### src/design/clfs_pkg.sv
package clfs_pkg;

    localparam int MAX_ENTRIES_DEF   = 256;
    localparam int METHOD_BYTES_DEF  = 8;
    localparam int NAME_BYTES_DEF    = 64;
    localparam int COMMAND_BYTES_DEF = 1024;

    localparam int QUEUE_DEPTH = 2;

    localparam logic [7:0] CH_NUL     = 8'd0;
    localparam logic [7:0] CH_LF      = 8'd10;
    localparam logic [7:0] CH_CR      = 8'd13;
    localparam logic [7:0] CH_HASH    = 8'd35;
    localparam logic [7:0] CH_COLON   = 8'd58;
    localparam logic [7:0] CH_UPPER_C = 8'd67;
    localparam logic [7:0] CH_UPPER_H = 8'd72;

    typedef logic [2:0] t_class;
    localparam t_class CLS_OTHER = 3'd0;
    localparam t_class CLS_CH    = 3'd1;
    localparam t_class CLS_HASH  = 3'd2;
    localparam t_class CLS_EOL   = 3'd3;
    localparam t_class CLS_NUL   = 3'd4;
    localparam t_class CLS_COLON = 3'd5;

    typedef logic [1:0] t_phase;
    localparam t_phase PH_METHOD  = 2'd0;
    localparam t_phase PH_NAME    = 2'd1;
    localparam t_phase PH_COMMAND = 2'd2;
    localparam t_phase PH_COMMENT = 2'd3;

    typedef logic [1:0] t_kind;
    localparam t_kind KIND_METHOD  = 2'd0;
    localparam t_kind KIND_NAME    = 2'd1;
    localparam t_kind KIND_COMMAND = 2'd2;

    typedef struct packed {
        logic [7:0] text_byte;
    } t_text;

    typedef struct packed {
        t_class     cls;
        logic [7:0] text_byte;
    } t_item;

    typedef struct packed {
        logic       write_valid;
        t_kind      field_kind;
        logic [7:0] entry_index;
        logic [9:0] char_pos;
        logic [7:0] char_value;
        logic       entry_closed;
        logic       finished;
        logic [8:0] entry_count;
    } t_result;

endpackage

### src/design/clfs_stream_if.sv
interface clfs_stream_if #(
    parameter type t_payload = logic [7:0]
) ();
    logic     valid;
    logic     ready;
    t_payload payload;

    modport source (output valid, output payload, input ready);
    modport sink   (input valid, input payload, output ready);
endinterface

### src/design/command_file_line_splitter.sv
// Channel    Direction  Payload        Handshake
// i_text     in         t_text         valid / ready, beat on both high
// o_result   out        t_result       valid / ready, beat on both high
//
// One beat of text is taken every cycle unless a stalled result side has filled the pipeline.
// A result passes through a classifier register, a two-entry queue and the parser's output register.
// Reset is synchronous and active low; the parser starts in the method field with no entries.
// A stalled result holds the parser, and the queue lets the input side run on meanwhile.
module command_file_line_splitter #(
    parameter int MAX_ENTRIES   = clfs_pkg::MAX_ENTRIES_DEF,
    parameter int METHOD_BYTES  = clfs_pkg::METHOD_BYTES_DEF,
    parameter int NAME_BYTES    = clfs_pkg::NAME_BYTES_DEF,
    parameter int COMMAND_BYTES = clfs_pkg::COMMAND_BYTES_DEF
) (
    input logic           i_clk,
    input logic           i_rst_n,
    clfs_stream_if.sink   i_text,
    clfs_stream_if.source o_result
);

    clfs_stream_if #(.t_payload(clfs_pkg::t_item)) w_front ();
    clfs_stream_if #(.t_payload(clfs_pkg::t_item)) w_queue ();

    clfs_front u_front (
        .i_clk   (i_clk),
        .i_rst_n (i_rst_n),
        .i_text  (i_text),
        .o_item  (w_front)
    );

    clfs_queue u_queue (
        .i_clk   (i_clk),
        .i_rst_n (i_rst_n),
        .i_item  (w_front),
        .o_item  (w_queue)
    );

    clfs_back #(
        .MAX_ENTRIES   (MAX_ENTRIES),
        .METHOD_BYTES  (METHOD_BYTES),
        .NAME_BYTES    (NAME_BYTES),
        .COMMAND_BYTES (COMMAND_BYTES)
    ) u_back (
        .i_clk    (i_clk),
        .i_rst_n  (i_rst_n),
        .i_item   (w_queue),
        .o_result (o_result)
    );

endmodule

### src/design/clfs_front.sv
module clfs_front (
    input logic           i_clk,
    input logic           i_rst_n,
    clfs_stream_if.sink   i_text,
    clfs_stream_if.source o_item
);

    logic                r_valid;
    clfs_pkg::t_item     r_item;
    clfs_pkg::t_class    w_cls;
    logic [7:0]          w_byte;
    logic                w_take;

    assign w_byte = i_text.payload.text_byte;

    always_comb begin
        case (w_byte)
            clfs_pkg::CH_UPPER_C, clfs_pkg::CH_UPPER_H: w_cls = clfs_pkg::CLS_CH;
            clfs_pkg::CH_HASH:                          w_cls = clfs_pkg::CLS_HASH;
            clfs_pkg::CH_CR, clfs_pkg::CH_LF:           w_cls = clfs_pkg::CLS_EOL;
            clfs_pkg::CH_NUL:                           w_cls = clfs_pkg::CLS_NUL;
            clfs_pkg::CH_COLON:                         w_cls = clfs_pkg::CLS_COLON;
            default:                                    w_cls = clfs_pkg::CLS_OTHER;
        endcase
    end

    assign i_text.ready  = !r_valid || o_item.ready;
    assign w_take        = i_text.valid && i_text.ready;
    assign o_item.valid  = r_valid;
    assign o_item.payload = r_item;

    always_ff @(posedge i_clk) begin
        if (!i_rst_n) begin
            r_valid <= 1'b0;
        end else if (w_take) begin
            r_valid <= 1'b1;
        end else if (o_item.ready) begin
            r_valid <= 1'b0;
        end
    end

    always_ff @(posedge i_clk) begin
        if (w_take) begin
            r_item.cls       <= w_cls;
            r_item.text_byte <= w_byte;
        end
    end

endmodule

### src/design/clfs_queue.sv
module clfs_queue (
    input logic           i_clk,
    input logic           i_rst_n,
    clfs_stream_if.sink   i_item,
    clfs_stream_if.source o_item
);

    localparam int DEPTH = clfs_pkg::QUEUE_DEPTH;
    localparam int AW    = (DEPTH > 1) ? $clog2(DEPTH) : 1;
    localparam int NW    = $clog2(DEPTH + 1);

    clfs_pkg::t_item r_mem [DEPTH];
    logic [AW-1:0]   r_wr_ptr;
    logic [AW-1:0]   r_rd_ptr;
    logic [NW-1:0]   r_count;
    logic            w_push;
    logic            w_pop;

    assign i_item.ready   = (r_count != NW'(DEPTH));
    assign o_item.valid   = (r_count != '0);
    assign o_item.payload = r_mem[r_rd_ptr];
    assign w_push         = i_item.valid && i_item.ready;
    assign w_pop          = o_item.valid && o_item.ready;

    always_ff @(posedge i_clk) begin
        if (!i_rst_n) begin
            r_wr_ptr <= '0;
            r_rd_ptr <= '0;
            r_count  <= '0;
        end else begin
            if (w_push) begin
                r_wr_ptr <= (r_wr_ptr == AW'(DEPTH - 1)) ? '0 : r_wr_ptr + 1'b1;
            end
            if (w_pop) begin
                r_rd_ptr <= (r_rd_ptr == AW'(DEPTH - 1)) ? '0 : r_rd_ptr + 1'b1;
            end
            if (w_push && !w_pop) begin
                r_count <= r_count + 1'b1;
            end else if (w_pop && !w_push) begin
                r_count <= r_count - 1'b1;
            end
        end
    end

    always_ff @(posedge i_clk) begin
        if (w_push) begin
            r_mem[r_wr_ptr] <= i_item.payload;
        end
    end

endmodule

### src/design/clfs_back.sv
module clfs_back #(
    parameter int MAX_ENTRIES   = clfs_pkg::MAX_ENTRIES_DEF,
    parameter int METHOD_BYTES  = clfs_pkg::METHOD_BYTES_DEF,
    parameter int NAME_BYTES    = clfs_pkg::NAME_BYTES_DEF,
    parameter int COMMAND_BYTES = clfs_pkg::COMMAND_BYTES_DEF
) (
    input logic           i_clk,
    input logic           i_rst_n,
    clfs_stream_if.sink   i_item,
    clfs_stream_if.source o_result
);

    localparam int MAX_MN    = (METHOD_BYTES > NAME_BYTES) ? METHOD_BYTES : NAME_BYTES;
    localparam int MAX_FIELD = (MAX_MN > COMMAND_BYTES) ? MAX_MN : COMMAND_BYTES;
    localparam int PW        = $clog2(MAX_FIELD + 1);
    localparam int CW        = $clog2(MAX_ENTRIES + 1);

    localparam logic [PW-1:0] M_SIZE = PW'(METHOD_BYTES);
    localparam logic [PW-1:0] N_SIZE = PW'(NAME_BYTES);
    localparam logic [PW-1:0] C_SIZE = PW'(COMMAND_BYTES);
    localparam logic [PW-1:0] M_LAST = PW'(METHOD_BYTES - 1);
    localparam logic [PW-1:0] N_LAST = PW'(NAME_BYTES - 1);
    localparam logic [PW-1:0] C_LAST = PW'(COMMAND_BYTES - 1);
    localparam logic [CW-1:0] CNT_FULL = CW'(MAX_ENTRIES);

    clfs_pkg::t_phase  r_phase, n_phase;
    logic [PW-1:0]     r_pos, n_pos;
    logic [CW-1:0]     r_count, n_count;
    logic              r_swallow, n_swallow;

    logic              r_out_valid;
    clfs_pkg::t_result r_out;

    clfs_pkg::t_class  w_cls;
    logic [7:0]        w_byte;
    logic [PW-1:0]     w_size, w_last;
    logic              w_lt_last, w_at_last, w_lt_size;
    logic [CW-1:0]     w_cnt_inc;
    logic              w_wv, w_closed, w_fin, w_has, w_pop;
    clfs_pkg::t_kind   w_kind;
    logic [7:0]        w_val;
    clfs_pkg::t_result w_res;

    assign w_cls  = i_item.payload.cls;
    assign w_byte = i_item.payload.text_byte;

    always_comb begin
        case (r_phase)
            clfs_pkg::PH_NAME: begin
                w_size = N_SIZE;
                w_last = N_LAST;
            end
            clfs_pkg::PH_COMMAND: begin
                w_size = C_SIZE;
                w_last = C_LAST;
            end
            default: begin
                w_size = M_SIZE;
                w_last = M_LAST;
            end
        endcase
    end

    assign w_lt_last = (r_pos < w_last);
    assign w_at_last = (r_pos == w_last);
    assign w_lt_size = (r_pos < w_size);
    assign w_cnt_inc = r_count + 1'b1;

    always_comb begin
        n_phase   = r_phase;
        n_pos     = r_pos;
        n_count   = r_count;
        n_swallow = 1'b0;
        w_wv      = 1'b0;
        w_kind    = clfs_pkg::KIND_METHOD;
        w_val     = '0;
        w_closed  = 1'b0;
        w_fin     = 1'b0;

        if (!(r_swallow && (w_cls == clfs_pkg::CLS_EOL))) begin
            case (r_phase)
                clfs_pkg::PH_METHOD: begin
                    w_kind = clfs_pkg::KIND_METHOD;
                    if (r_count == CNT_FULL) begin
                        w_fin = 1'b1;
                    end else begin
                        case (w_cls)
                            clfs_pkg::CLS_CH: begin
                                if (w_lt_last) begin
                                    w_wv  = 1'b1;
                                    w_val = w_byte;
                                    n_pos = r_pos + 1'b1;
                                end
                            end
                            clfs_pkg::CLS_HASH: begin
                                if (r_pos == '0) begin
                                    n_phase = clfs_pkg::PH_COMMENT;
                                end
                            end
                            clfs_pkg::CLS_EOL: begin
                                n_swallow = 1'b1;
                                n_pos     = '0;
                            end
                            clfs_pkg::CLS_NUL: begin
                                w_fin = 1'b1;
                            end
                            clfs_pkg::CLS_COLON: begin
                                w_wv    = w_lt_size;
                                n_phase = clfs_pkg::PH_NAME;
                                n_pos   = '0;
                            end
                            default: begin
                                if (w_lt_last) begin
                                    w_wv  = 1'b1;
                                    w_val = w_byte;
                                    n_pos = r_pos + 1'b1;
                                end else if (w_at_last) begin
                                    w_wv  = 1'b1;
                                    n_pos = r_pos + 1'b1;
                                end
                            end
                        endcase
                    end
                end
                clfs_pkg::PH_NAME: begin
                    w_kind = clfs_pkg::KIND_NAME;
                    case (w_cls)
                        clfs_pkg::CLS_COLON: begin
                            w_wv    = w_lt_size;
                            n_phase = clfs_pkg::PH_COMMAND;
                            n_pos   = '0;
                        end
                        clfs_pkg::CLS_EOL: begin
                            w_wv      = w_lt_size;
                            n_swallow = 1'b1;
                            n_pos     = '0;
                            n_phase   = clfs_pkg::PH_METHOD;
                        end
                        clfs_pkg::CLS_NUL: begin
                            w_wv     = w_lt_size;
                            n_count  = w_cnt_inc;
                            w_closed = 1'b1;
                            w_fin    = 1'b1;
                        end
                        default: begin
                            if (w_lt_last) begin
                                w_wv  = 1'b1;
                                w_val = w_byte;
                                n_pos = r_pos + 1'b1;
                            end else if (w_at_last) begin
                                w_wv  = 1'b1;
                                n_pos = r_pos + 1'b1;
                            end
                        end
                    endcase
                end
                clfs_pkg::PH_COMMAND: begin
                    w_kind = clfs_pkg::KIND_COMMAND;
                    if ((w_cls == clfs_pkg::CLS_EOL) || (w_cls == clfs_pkg::CLS_NUL)) begin
                        w_wv      = w_lt_size;
                        n_count   = w_cnt_inc;
                        w_closed  = 1'b1;
                        n_pos     = '0;
                        n_phase   = clfs_pkg::PH_METHOD;
                        n_swallow = (w_cls == clfs_pkg::CLS_EOL);
                        w_fin     = (w_cls == clfs_pkg::CLS_NUL);
                    end else if (w_lt_last) begin
                        w_wv  = 1'b1;
                        w_val = w_byte;
                        n_pos = r_pos + 1'b1;
                    end else if (w_at_last) begin
                        w_wv  = 1'b1;
                        n_pos = r_pos + 1'b1;
                    end
                end
                default: begin
                    if (w_cls == clfs_pkg::CLS_EOL) begin
                        n_swallow = 1'b1;
                        n_phase   = clfs_pkg::PH_METHOD;
                        n_pos     = '0;
                    end else if (w_cls == clfs_pkg::CLS_NUL) begin
                        w_fin = 1'b1;
                    end
                end
            endcase
        end

        if (w_fin) begin
            n_phase   = clfs_pkg::PH_METHOD;
            n_pos     = '0;
            n_count   = '0;
            n_swallow = 1'b0;
        end
    end

    assign w_has = w_wv || w_closed || w_fin;

    always_comb begin
        w_res.write_valid  = w_wv;
        w_res.field_kind   = w_wv ? w_kind : clfs_pkg::KIND_METHOD;
        w_res.entry_index  = w_wv ? 8'(r_count) : 8'd0;
        w_res.char_pos     = w_wv ? 10'(r_pos) : 10'd0;
        w_res.char_value   = w_wv ? w_val : 8'd0;
        w_res.entry_closed = w_closed;
        w_res.finished     = w_fin;
        w_res.entry_count  = w_closed ? 9'(w_cnt_inc) : 9'(r_count);
    end

    assign i_item.ready     = !r_out_valid || o_result.ready;
    assign w_pop            = i_item.valid && i_item.ready;
    assign o_result.valid   = r_out_valid;
    assign o_result.payload = r_out;

    always_ff @(posedge i_clk) begin
        if (!i_rst_n) begin
            r_phase     <= clfs_pkg::PH_METHOD;
            r_pos       <= '0;
            r_count     <= '0;
            r_swallow   <= 1'b0;
            r_out_valid <= 1'b0;
        end else begin
            if (w_pop) begin
                r_phase     <= n_phase;
                r_pos       <= n_pos;
                r_count     <= n_count;
                r_swallow   <= n_swallow;
                r_out_valid <= w_has;
            end else if (o_result.ready) begin
                r_out_valid <= 1'b0;
            end
        end
    end

    always_ff @(posedge i_clk) begin
        if (w_pop && w_has) begin
            r_out <= w_res;
        end
    end

endmodule

### src/flat_wrapper.sv
// flat-port wrapper written by rule: the top's interface ports become plain ports
module command_file_line_splitter_flat import clfs_pkg::*;
#(
    parameter int MAX_ENTRIES   = clfs_pkg::MAX_ENTRIES_DEF,
    parameter int METHOD_BYTES  = clfs_pkg::METHOD_BYTES_DEF,
    parameter int NAME_BYTES    = clfs_pkg::NAME_BYTES_DEF,
    parameter int COMMAND_BYTES = clfs_pkg::COMMAND_BYTES_DEF
)
  (i_clk, i_rst_n, i_text_valid, i_text_payload, i_text_ready, o_result_valid, o_result_payload, o_result_ready);
  clfs_stream_if #(.t_payload(t_text)) i_text_i ();
  clfs_stream_if #(.t_payload(t_result)) o_result_i ();
  input logic i_clk;
  input logic i_rst_n;
  input wire logic [$bits(i_text_i.valid)-1:0] i_text_valid;
  input wire logic [$bits(i_text_i.payload)-1:0] i_text_payload;
  output wire logic [$bits(i_text_i.ready)-1:0] i_text_ready;
  output wire logic [$bits(o_result_i.valid)-1:0] o_result_valid;
  output wire logic [$bits(o_result_i.payload)-1:0] o_result_payload;
  input wire logic [$bits(o_result_i.ready)-1:0] o_result_ready;
  assign i_text_i.valid = i_text_valid;
  assign i_text_i.payload = i_text_payload;
  assign i_text_ready = i_text_i.ready;
  assign o_result_valid = o_result_i.valid;
  assign o_result_payload = o_result_i.payload;
  assign o_result_i.ready = o_result_ready;
  command_file_line_splitter #(.MAX_ENTRIES(MAX_ENTRIES), .METHOD_BYTES(METHOD_BYTES), .NAME_BYTES(NAME_BYTES), .COMMAND_BYTES(COMMAND_BYTES)) u_core (.i_clk(i_clk), .i_rst_n(i_rst_n), .i_text(i_text_i), .o_result(o_result_i));
endmodule
### config.mk
export PLATFORM = sky130hd
export DESIGN_NAME = command_file_line_splitter_flat
export DESIGN_NICKNAME = d
export VERILOG_FILES = /design/src/design/clfs_pkg.sv /design/src/design/clfs_stream_if.sv /design/src/design/command_file_line_splitter.sv /design/src/design/clfs_front.sv /design/src/design/clfs_queue.sv /design/src/design/clfs_back.sv /design/src/flat_wrapper.sv
export SDC_FILE = /design/constraint.sdc
export NUM_CORES = 1
export LEC_CHECK = 0
export BUFFER_PORTS_ARGS = -buffer_cell sky130_fd_sc_hd__clkbuf_2
export CORE_ASPECT_RATIO = 0.75
export CORE_MARGIN = 10
export CORE_UTILIZATION = 50
export CTS_BUF_LIST = sky130_fd_sc_hd__clkbuf_4
export DETAILED_ROUTE_END_ITERATION = 6
export PLACE_DENSITY_LB_ADDON = 0.08
export SYNTH_ARGS = -nofsm -noshare
export SYNTH_HDL_FRONTEND = slang
export SYNTH_HIERARCHICAL = 1
export SYNTH_SLANG_ARGS = --single-unit
### constraint.sdc
create_clock -name i_clk -period 5.8 [get_ports i_clk]
set_input_delay 0.87 -clock i_clk [delete_from_list [all_inputs] [get_ports i_clk]]
set_output_delay 0.87 -clock i_clk [all_outputs]
set_load 0.1 [all_outputs]
# After elaboration in Yosys (flattened, before gate mapping)
# Memories as Yosys holds them, arrays and structs flattened. A register that Yosys moved wholly into a read port is not among the register bits.
# Index checks and enable logic that the tools add are counted.
# op_classes
add_sub_neg,6
n_eq_ne,26
reduce_logical,36
n_mux,72
order_cmp,2
bitwise_logic,1
# op_table
operator,n
11-bit 2-to-1 mux,8
11-bit case mux with 3 select lines,2
9-bit 2-to-1 mux,5
11-bit case mux with 2 select lines,2
8-bit 2-to-1 mux,5
1-bit 2-to-1 mux,29
8-bit case mux with 3 select lines,1
10-bit case mux with 2 select lines,1
9-bit case mux with 2 select lines,1
"8-bit by 4-bit equality test with 1-bit output, second input constant",2
"8-bit by 6-bit equality test with 1-bit output, second input constant",2
"8-bit by 7-bit equality test with 1-bit output, second input constant",2
2-bit 2-to-1 mux,8
"3-bit inequality test, second input constant",5
3-bit case mux with 5 select lines,1
2-bit case mux with 2 select lines,3
"11-bit by 1-bit adder with 11-bit output, second input constant",1
11-bit equality test,1
11-bit zero test,1
11-bit by 10-bit less-than comparator with 1-bit output,1
11-bit less-than comparator,1
2-bit OR reduction,5
"9-bit by 1-bit adder with 9-bit output, second input constant",1
"9-bit equality test, second input constant",1
29 further kinds,54
# totals
elab_cells,163
register_bits,80
memories,1
output_inout_bits,42
ramBits,22
input_bits,12
# mem_list
memory,words,word_bits,read_ports,rd_clocked_by_memory_dff,wr,line_no,text
u_core.u_queue.r_mem,2,11,1,1,1,clfs_queue.sv:12,clfs_pkg::t_item r_mem [DEPTH];

# Depth between registers and ports, before layout
# logic_depth
ltp_word,12
ltp_mapped,13
depth_no_buf,11

# By module
# The synthesis kept the hierarchy.
# modules_own_cells
mod,cells_each,area_per_inst_um2,seq_area_each_um2,n_inst
clfs_back,393,3678.5,1681.6,1
clfs_queue,58,1032.2,760.7,1
clfs_front,37,534.3,350.3,1

# Worst setup path after synthesis
# No wires, ideal clock.
# synth_path
kind,register -> register
startpoint,reg u_core.u_back.r_phase[0]
endpoint,"reg u_core.u_back.r_out, in the netlist u_core/u_back/o_result.payload[0], enable pin"
setup_time_ps,461
required_ps,5339
path_stages_with_launch,12
setup_slack_ps,802
t_arrival_ps,4537
path_cell_list,dfxtp_1 > inv_1 > ha_1 > inv_1 > ha_1 > a211oi_1 > nand2_1 > a311o_1 > and2_1 > a22oi_2 > inv_1 > a31oi_1
# synth_between
elab_chain_len,12
elab_cells_between_ends,24
# synth_lines
element,line_no,text
"start, declared",clfs_back.sv:26,"clfs_pkg::t_phase r_phase, n_phase;"
"start signal, assigned",clfs_back.sv:216,r_phase <= clfs_pkg::PH_METHOD;
"start signal, assigned",clfs_back.sv:223,r_phase <= n_phase;
2-bit equality test / 2-bit by 1-bit equality test with 1-bit output (equally long branches),clfs_back.sv:48,case (r_phase)
10-bit case mux with 2 select lines (*),clfs_back.sv:48,
named net u_core.u_back.w_last[6],clfs_back.sv:36,"logic [PW-1:0] w_size, w_last;"
"parallel branches: the longest is 5 deep, another holds 11-bit by 10-bit less-than comparator with 1-bit output",-,
1-bit case mux with 3 select lines (*),clfs_back.sv:81,case (r_phase)
1-bit 2-to-1 mux (*),clfs_back.sv:80,if (!(r_swallow && (w_cls == clfs_pkg::CLS_EOL))) begin
1-bit logical OR (*) (2 in series),clfs_back.sv:196,assign w_has = w_wv || w_closed || w_fin;
1-bit logical AND (*),clfs_back.sv:235,if (w_pop && w_has) begin
"end signal, assigned",clfs_back.sv:236,r_out <= w_res;
"end, declared",clfs_back.sv:32,clfs_pkg::t_result r_out;
# Mark *: on every way through the listed nets, which the timed path passes.
# A chain may end at the register's enable or synchronous reset.

# Worst setup path in the final report
# layout_path
startpoint,reg u_core.u_back.r_phase[0]
endpoint,"reg u_core.u_back.r_out, in the netlist u_core/u_back/o_result.payload[33], enable pin"
# The elaborated chain is that of the path after synthesis.

==> metrics.md <==
| Metric | Value |
|---|---|
| Largest stage delay on the critical path | 650 ps |
| Max cap viols | 0 |
| Crit path cell chain | inv_1 -> ha_1 -> inv_1 -> ha_1 -> a211oi_1 -> nand2_1 -> a311o_1 -> and2_1 -> a22oi_2 -> inv_1 -> a31oi_4 -> buf_12 |
| Reg-to-Reg End | u_core/u_back/o_result.payload[33]$_SDFFCE_PN0P_ |
| Clk slew on worst S/H paths | 160 ps |
| Unrepaired setup endpoints after global routing | false |
| Cell area after layout | 5760 um2 |
| Worst setup SP type | flip-flop |
| Seq/Total Area, Yosys | 53.2% |
| Post-DP HPWL | 8630 um |
| Worst EP arrival | 4830 ps |
| Final Hold Fails | 0 |
| CTS sink cnt | 103 |
| Cts hold-fix bufs | 0 |
| Final period util | 79.9% |
| Synth area leader | edfxtp_1 |
| Worst Clk Skew | 12.4 ps |
| CP max FO | 22 |
| Most common cell after layout, fill and taps aside | edfxtp_1 |
| Mean Syn Cell Area | 10.7 um2 |
| Filler cells | 921 |
| Clock buffer count from CTS | 9 |
| Setup CP Type | reg -> reg |
| Final setup fails | 0 |
| Reg2reg path depth | 12 |
| CORE AREA | 10200 um2 |
| Clk buf depth | 2 |
| GR Util All Layers | 15.9% |
| Worst Path Required | 5990 ps |
| Root buffer cell | clkbuf_4 |
| Die span in x | 138 um |
| Worst-Skew Late Latency | 470 ps |
| Via density | 5.77 |
| Area grow syn2layout | 9.78% |
| N_diodes | 0 |
| H-tree depth reported by CTS | 3 |
| CP Capture Type | flip-flop |
| First-pass GRT wire length | 19600 um |
| Die area | 15000 um2 |
| Routed wire per std cell | 17.7 um |
| Total negative slack | 0 ps |
| Mapped Cells | 488 |
| Fin Hold WS | 469 ps |
| Reg2Reg Setup Slack | 1160 ps |
| Placed cell areas | 5640 um2 |
| Share of layout cells above drive strength 1 | 18.6% |
| Vias | 3898 |
| Post-synth top area share | 41.8% |
| Antenna violations before repair | 0 |
| Slowest-stage cell, CP | a31oi_4 |
| Reg-to-Reg Start | u_core/u_back/r_phase[0]$_SDFFE_PN0P_ |
| Port bufs | 53 |
| Ys Warns | 6 |
| Core Rows | 32 |
| Largest net degree at the start of global routing | 35 |
| Flops & latches, synth | 103 |
| Pins Over Slew Limit | 0 |
| HP Start | u_core/u_front/o_item.payload[2]$_DFFE_PP_ |
| Starting Density | 51.2% |
| Minimum clock period | 4640 ps |
| Most frequent cells in the layout | edfxtp_1 (73), clkbuf_2 (53), nor2_1 (33), nand2_1 (33) |
| Vias in the first global route | 3718 |
| Number of synthesized flops with an enable pin | 73 |
| GRT overflow | 0 |
| Register area | 2790 um2 |
| Post-CTS setup buffers | 0 |
| Area contributors post-synth | edfxtp_1 (42%), dfxtp_1 (11%), and2_1 (3.6%) |
| Synth cell types | 70 |
| Ys flop type | edfxtp_1 |
| First-pass detailed-route iteration total | 5 |
| Die extent in y | 109 um |
| Mapped cell area | 5250 um2 |
| Footprint of the multi-input gates | 2290 um2 |
| Fmax achieved | 0.216 GHz |
| CTS tree | done |
| DRC | 0 |
| WL final | 12000 um |
| Fin nets | 561 |
| Hold Crit Endpoint | u_core/u_queue/r_mem[0][2]$_DFFE_PP_ |
| Status | completed |
| Measured slew at the worst slew-check pin | 1050 ps |
| Worst relative slew slack | 30.2% |
| Antenna viol nets, final | 0 |
| Post-synth ARST share | 0% |
| Syn Nets | 515 |
| Drt first-iter violations | 425 |
| HP Class | reg -> reg |
| Routability Congestion | 0.876 |
| Hold path depth | 0 |
| CP dominant cell by count | inv_1 |
| CTS resizes | 0 |
| # IOs | 54 |
## cell type report
type / instances / area share (%)
repair buffers: 55 / 5.08
clock buffers: 9 / 1.17
flip-flops and latches: 103 / 48.5
inverters: 25 / 1.63
clock inverters: 7 / 0.934
multi-input cells: 340 / 39.7
well taps: 136 / 2.96
## cell usage after synthesis (all sizes together) (6+ instances only)
library cell / n
or2: 6
nor2: 33
edfxtp: 73
xor2: 7
clkbuf: 15
and3: 9
o21a: 8
and3b: 6
a31oi: 7
dfxtp: 30
o21ai: 25
and2: 30
nand3: 18
nand2b: 7
nand2: 33
mux2: 11
xnor2: 6
inv: 25
a21boi: 15
a21oi: 24
nor3: 13
ha: 15
## logic make-up after synthesis
group	synth area share, %
AOI/OAI and AO/OA	14.4
muxes	2.55
and+or+nand+nor	20.7
adders and majority gates	3.58
xor gates and xnor gates	2.17
DFF	53.2
buffers and inverters	3.43
## sequential cells by signal, indices dropped and copies added, names as in the netlist, named ones only
signal and flops:
u_core/u_back/r_swallow 1, u_core/u_queue/r_mem 22, u_core/u_queue/r_rd_ptr 1, u_core/u_back/o_result.valid 1, u_core/u_queue/r_wr_ptr 1, u_core/u_back/r_phase 2, u_core/u_back/o_result.payload 40, u_core/u_back/r_count 9
u_core/u_back/r_pos 11, u_core/u_front/o_item.payload 11, u_core/u_queue/r_count 2, u_core/u_front/o_item.valid 1
## worst max path at each step
stage,endpoint,start,slack [ps]
floorplan,u_core/u_back/o_result.payload[0]$_DFFE_PP_,u_core/u_back/r_phase[0]$_SDFFE_PN0P_,800
detailed placement,u_core/u_back/o_result.payload[15]$_SDFFCE_PP0P_,u_core/u_back/r_phase[0]$_SDFFE_PN0P_,1260
CTS,u_core/u_back/o_result.payload[8]$_DFFE_PP_,u_core/u_back/r_phase[0]$_SDFFE_PN0P_,1170
global placement,u_core/u_back/o_result.payload[13]$_SDFFCE_PP0P_,u_core/u_back/r_phase[0]$_SDFFE_PN0P_,1380
global route,u_core/u_back/o_result.payload[13]$_SDFFCE_PP0P_,u_core/u_back/r_phase[0]$_SDFFE_PN0P_,750
finish,u_core/u_back/o_result.payload[33]$_SDFFCE_PN0P_,u_core/u_back/r_phase[0]$_SDFFE_PN0P_,1160
## per-layer routing
metal / global-route usage [%] / vias to the layer above / share of wire [%]
li1: - / 1894 / -
met2: 23.5 / 150 / 43
met4: 4.20 / 0 / 0.94
met5: 0 / - / 0
met3: 4.08 / 14 / 7.8
met1: 22.7 / 1840 / 48
## critical path: cells and delay by family, from the launching register on
kind | cells | cell delay (ps)
flip-flops | 1 | 370
AND/OR/NAND/NOR | 2 | 390
AO/OA/AOI/OAI | 4 | 2010
buffers and inverters | 4 | 890
adder cells (fa/ha/maj) | 2 | 690
## stage by stage
step	cells	setup WS, ps	util, %
floorplan	488	802	-
global placement	659	1380	55.0
detailed placement	659	1260	55.0
CTS	675	1170	56.2
global route	675	752	56.2
finish	675	1160	56.2
Power is left out: the tool's default activity adds up to more than one toggle a clock period on the data nets, which glitch-free logic cannot reach.
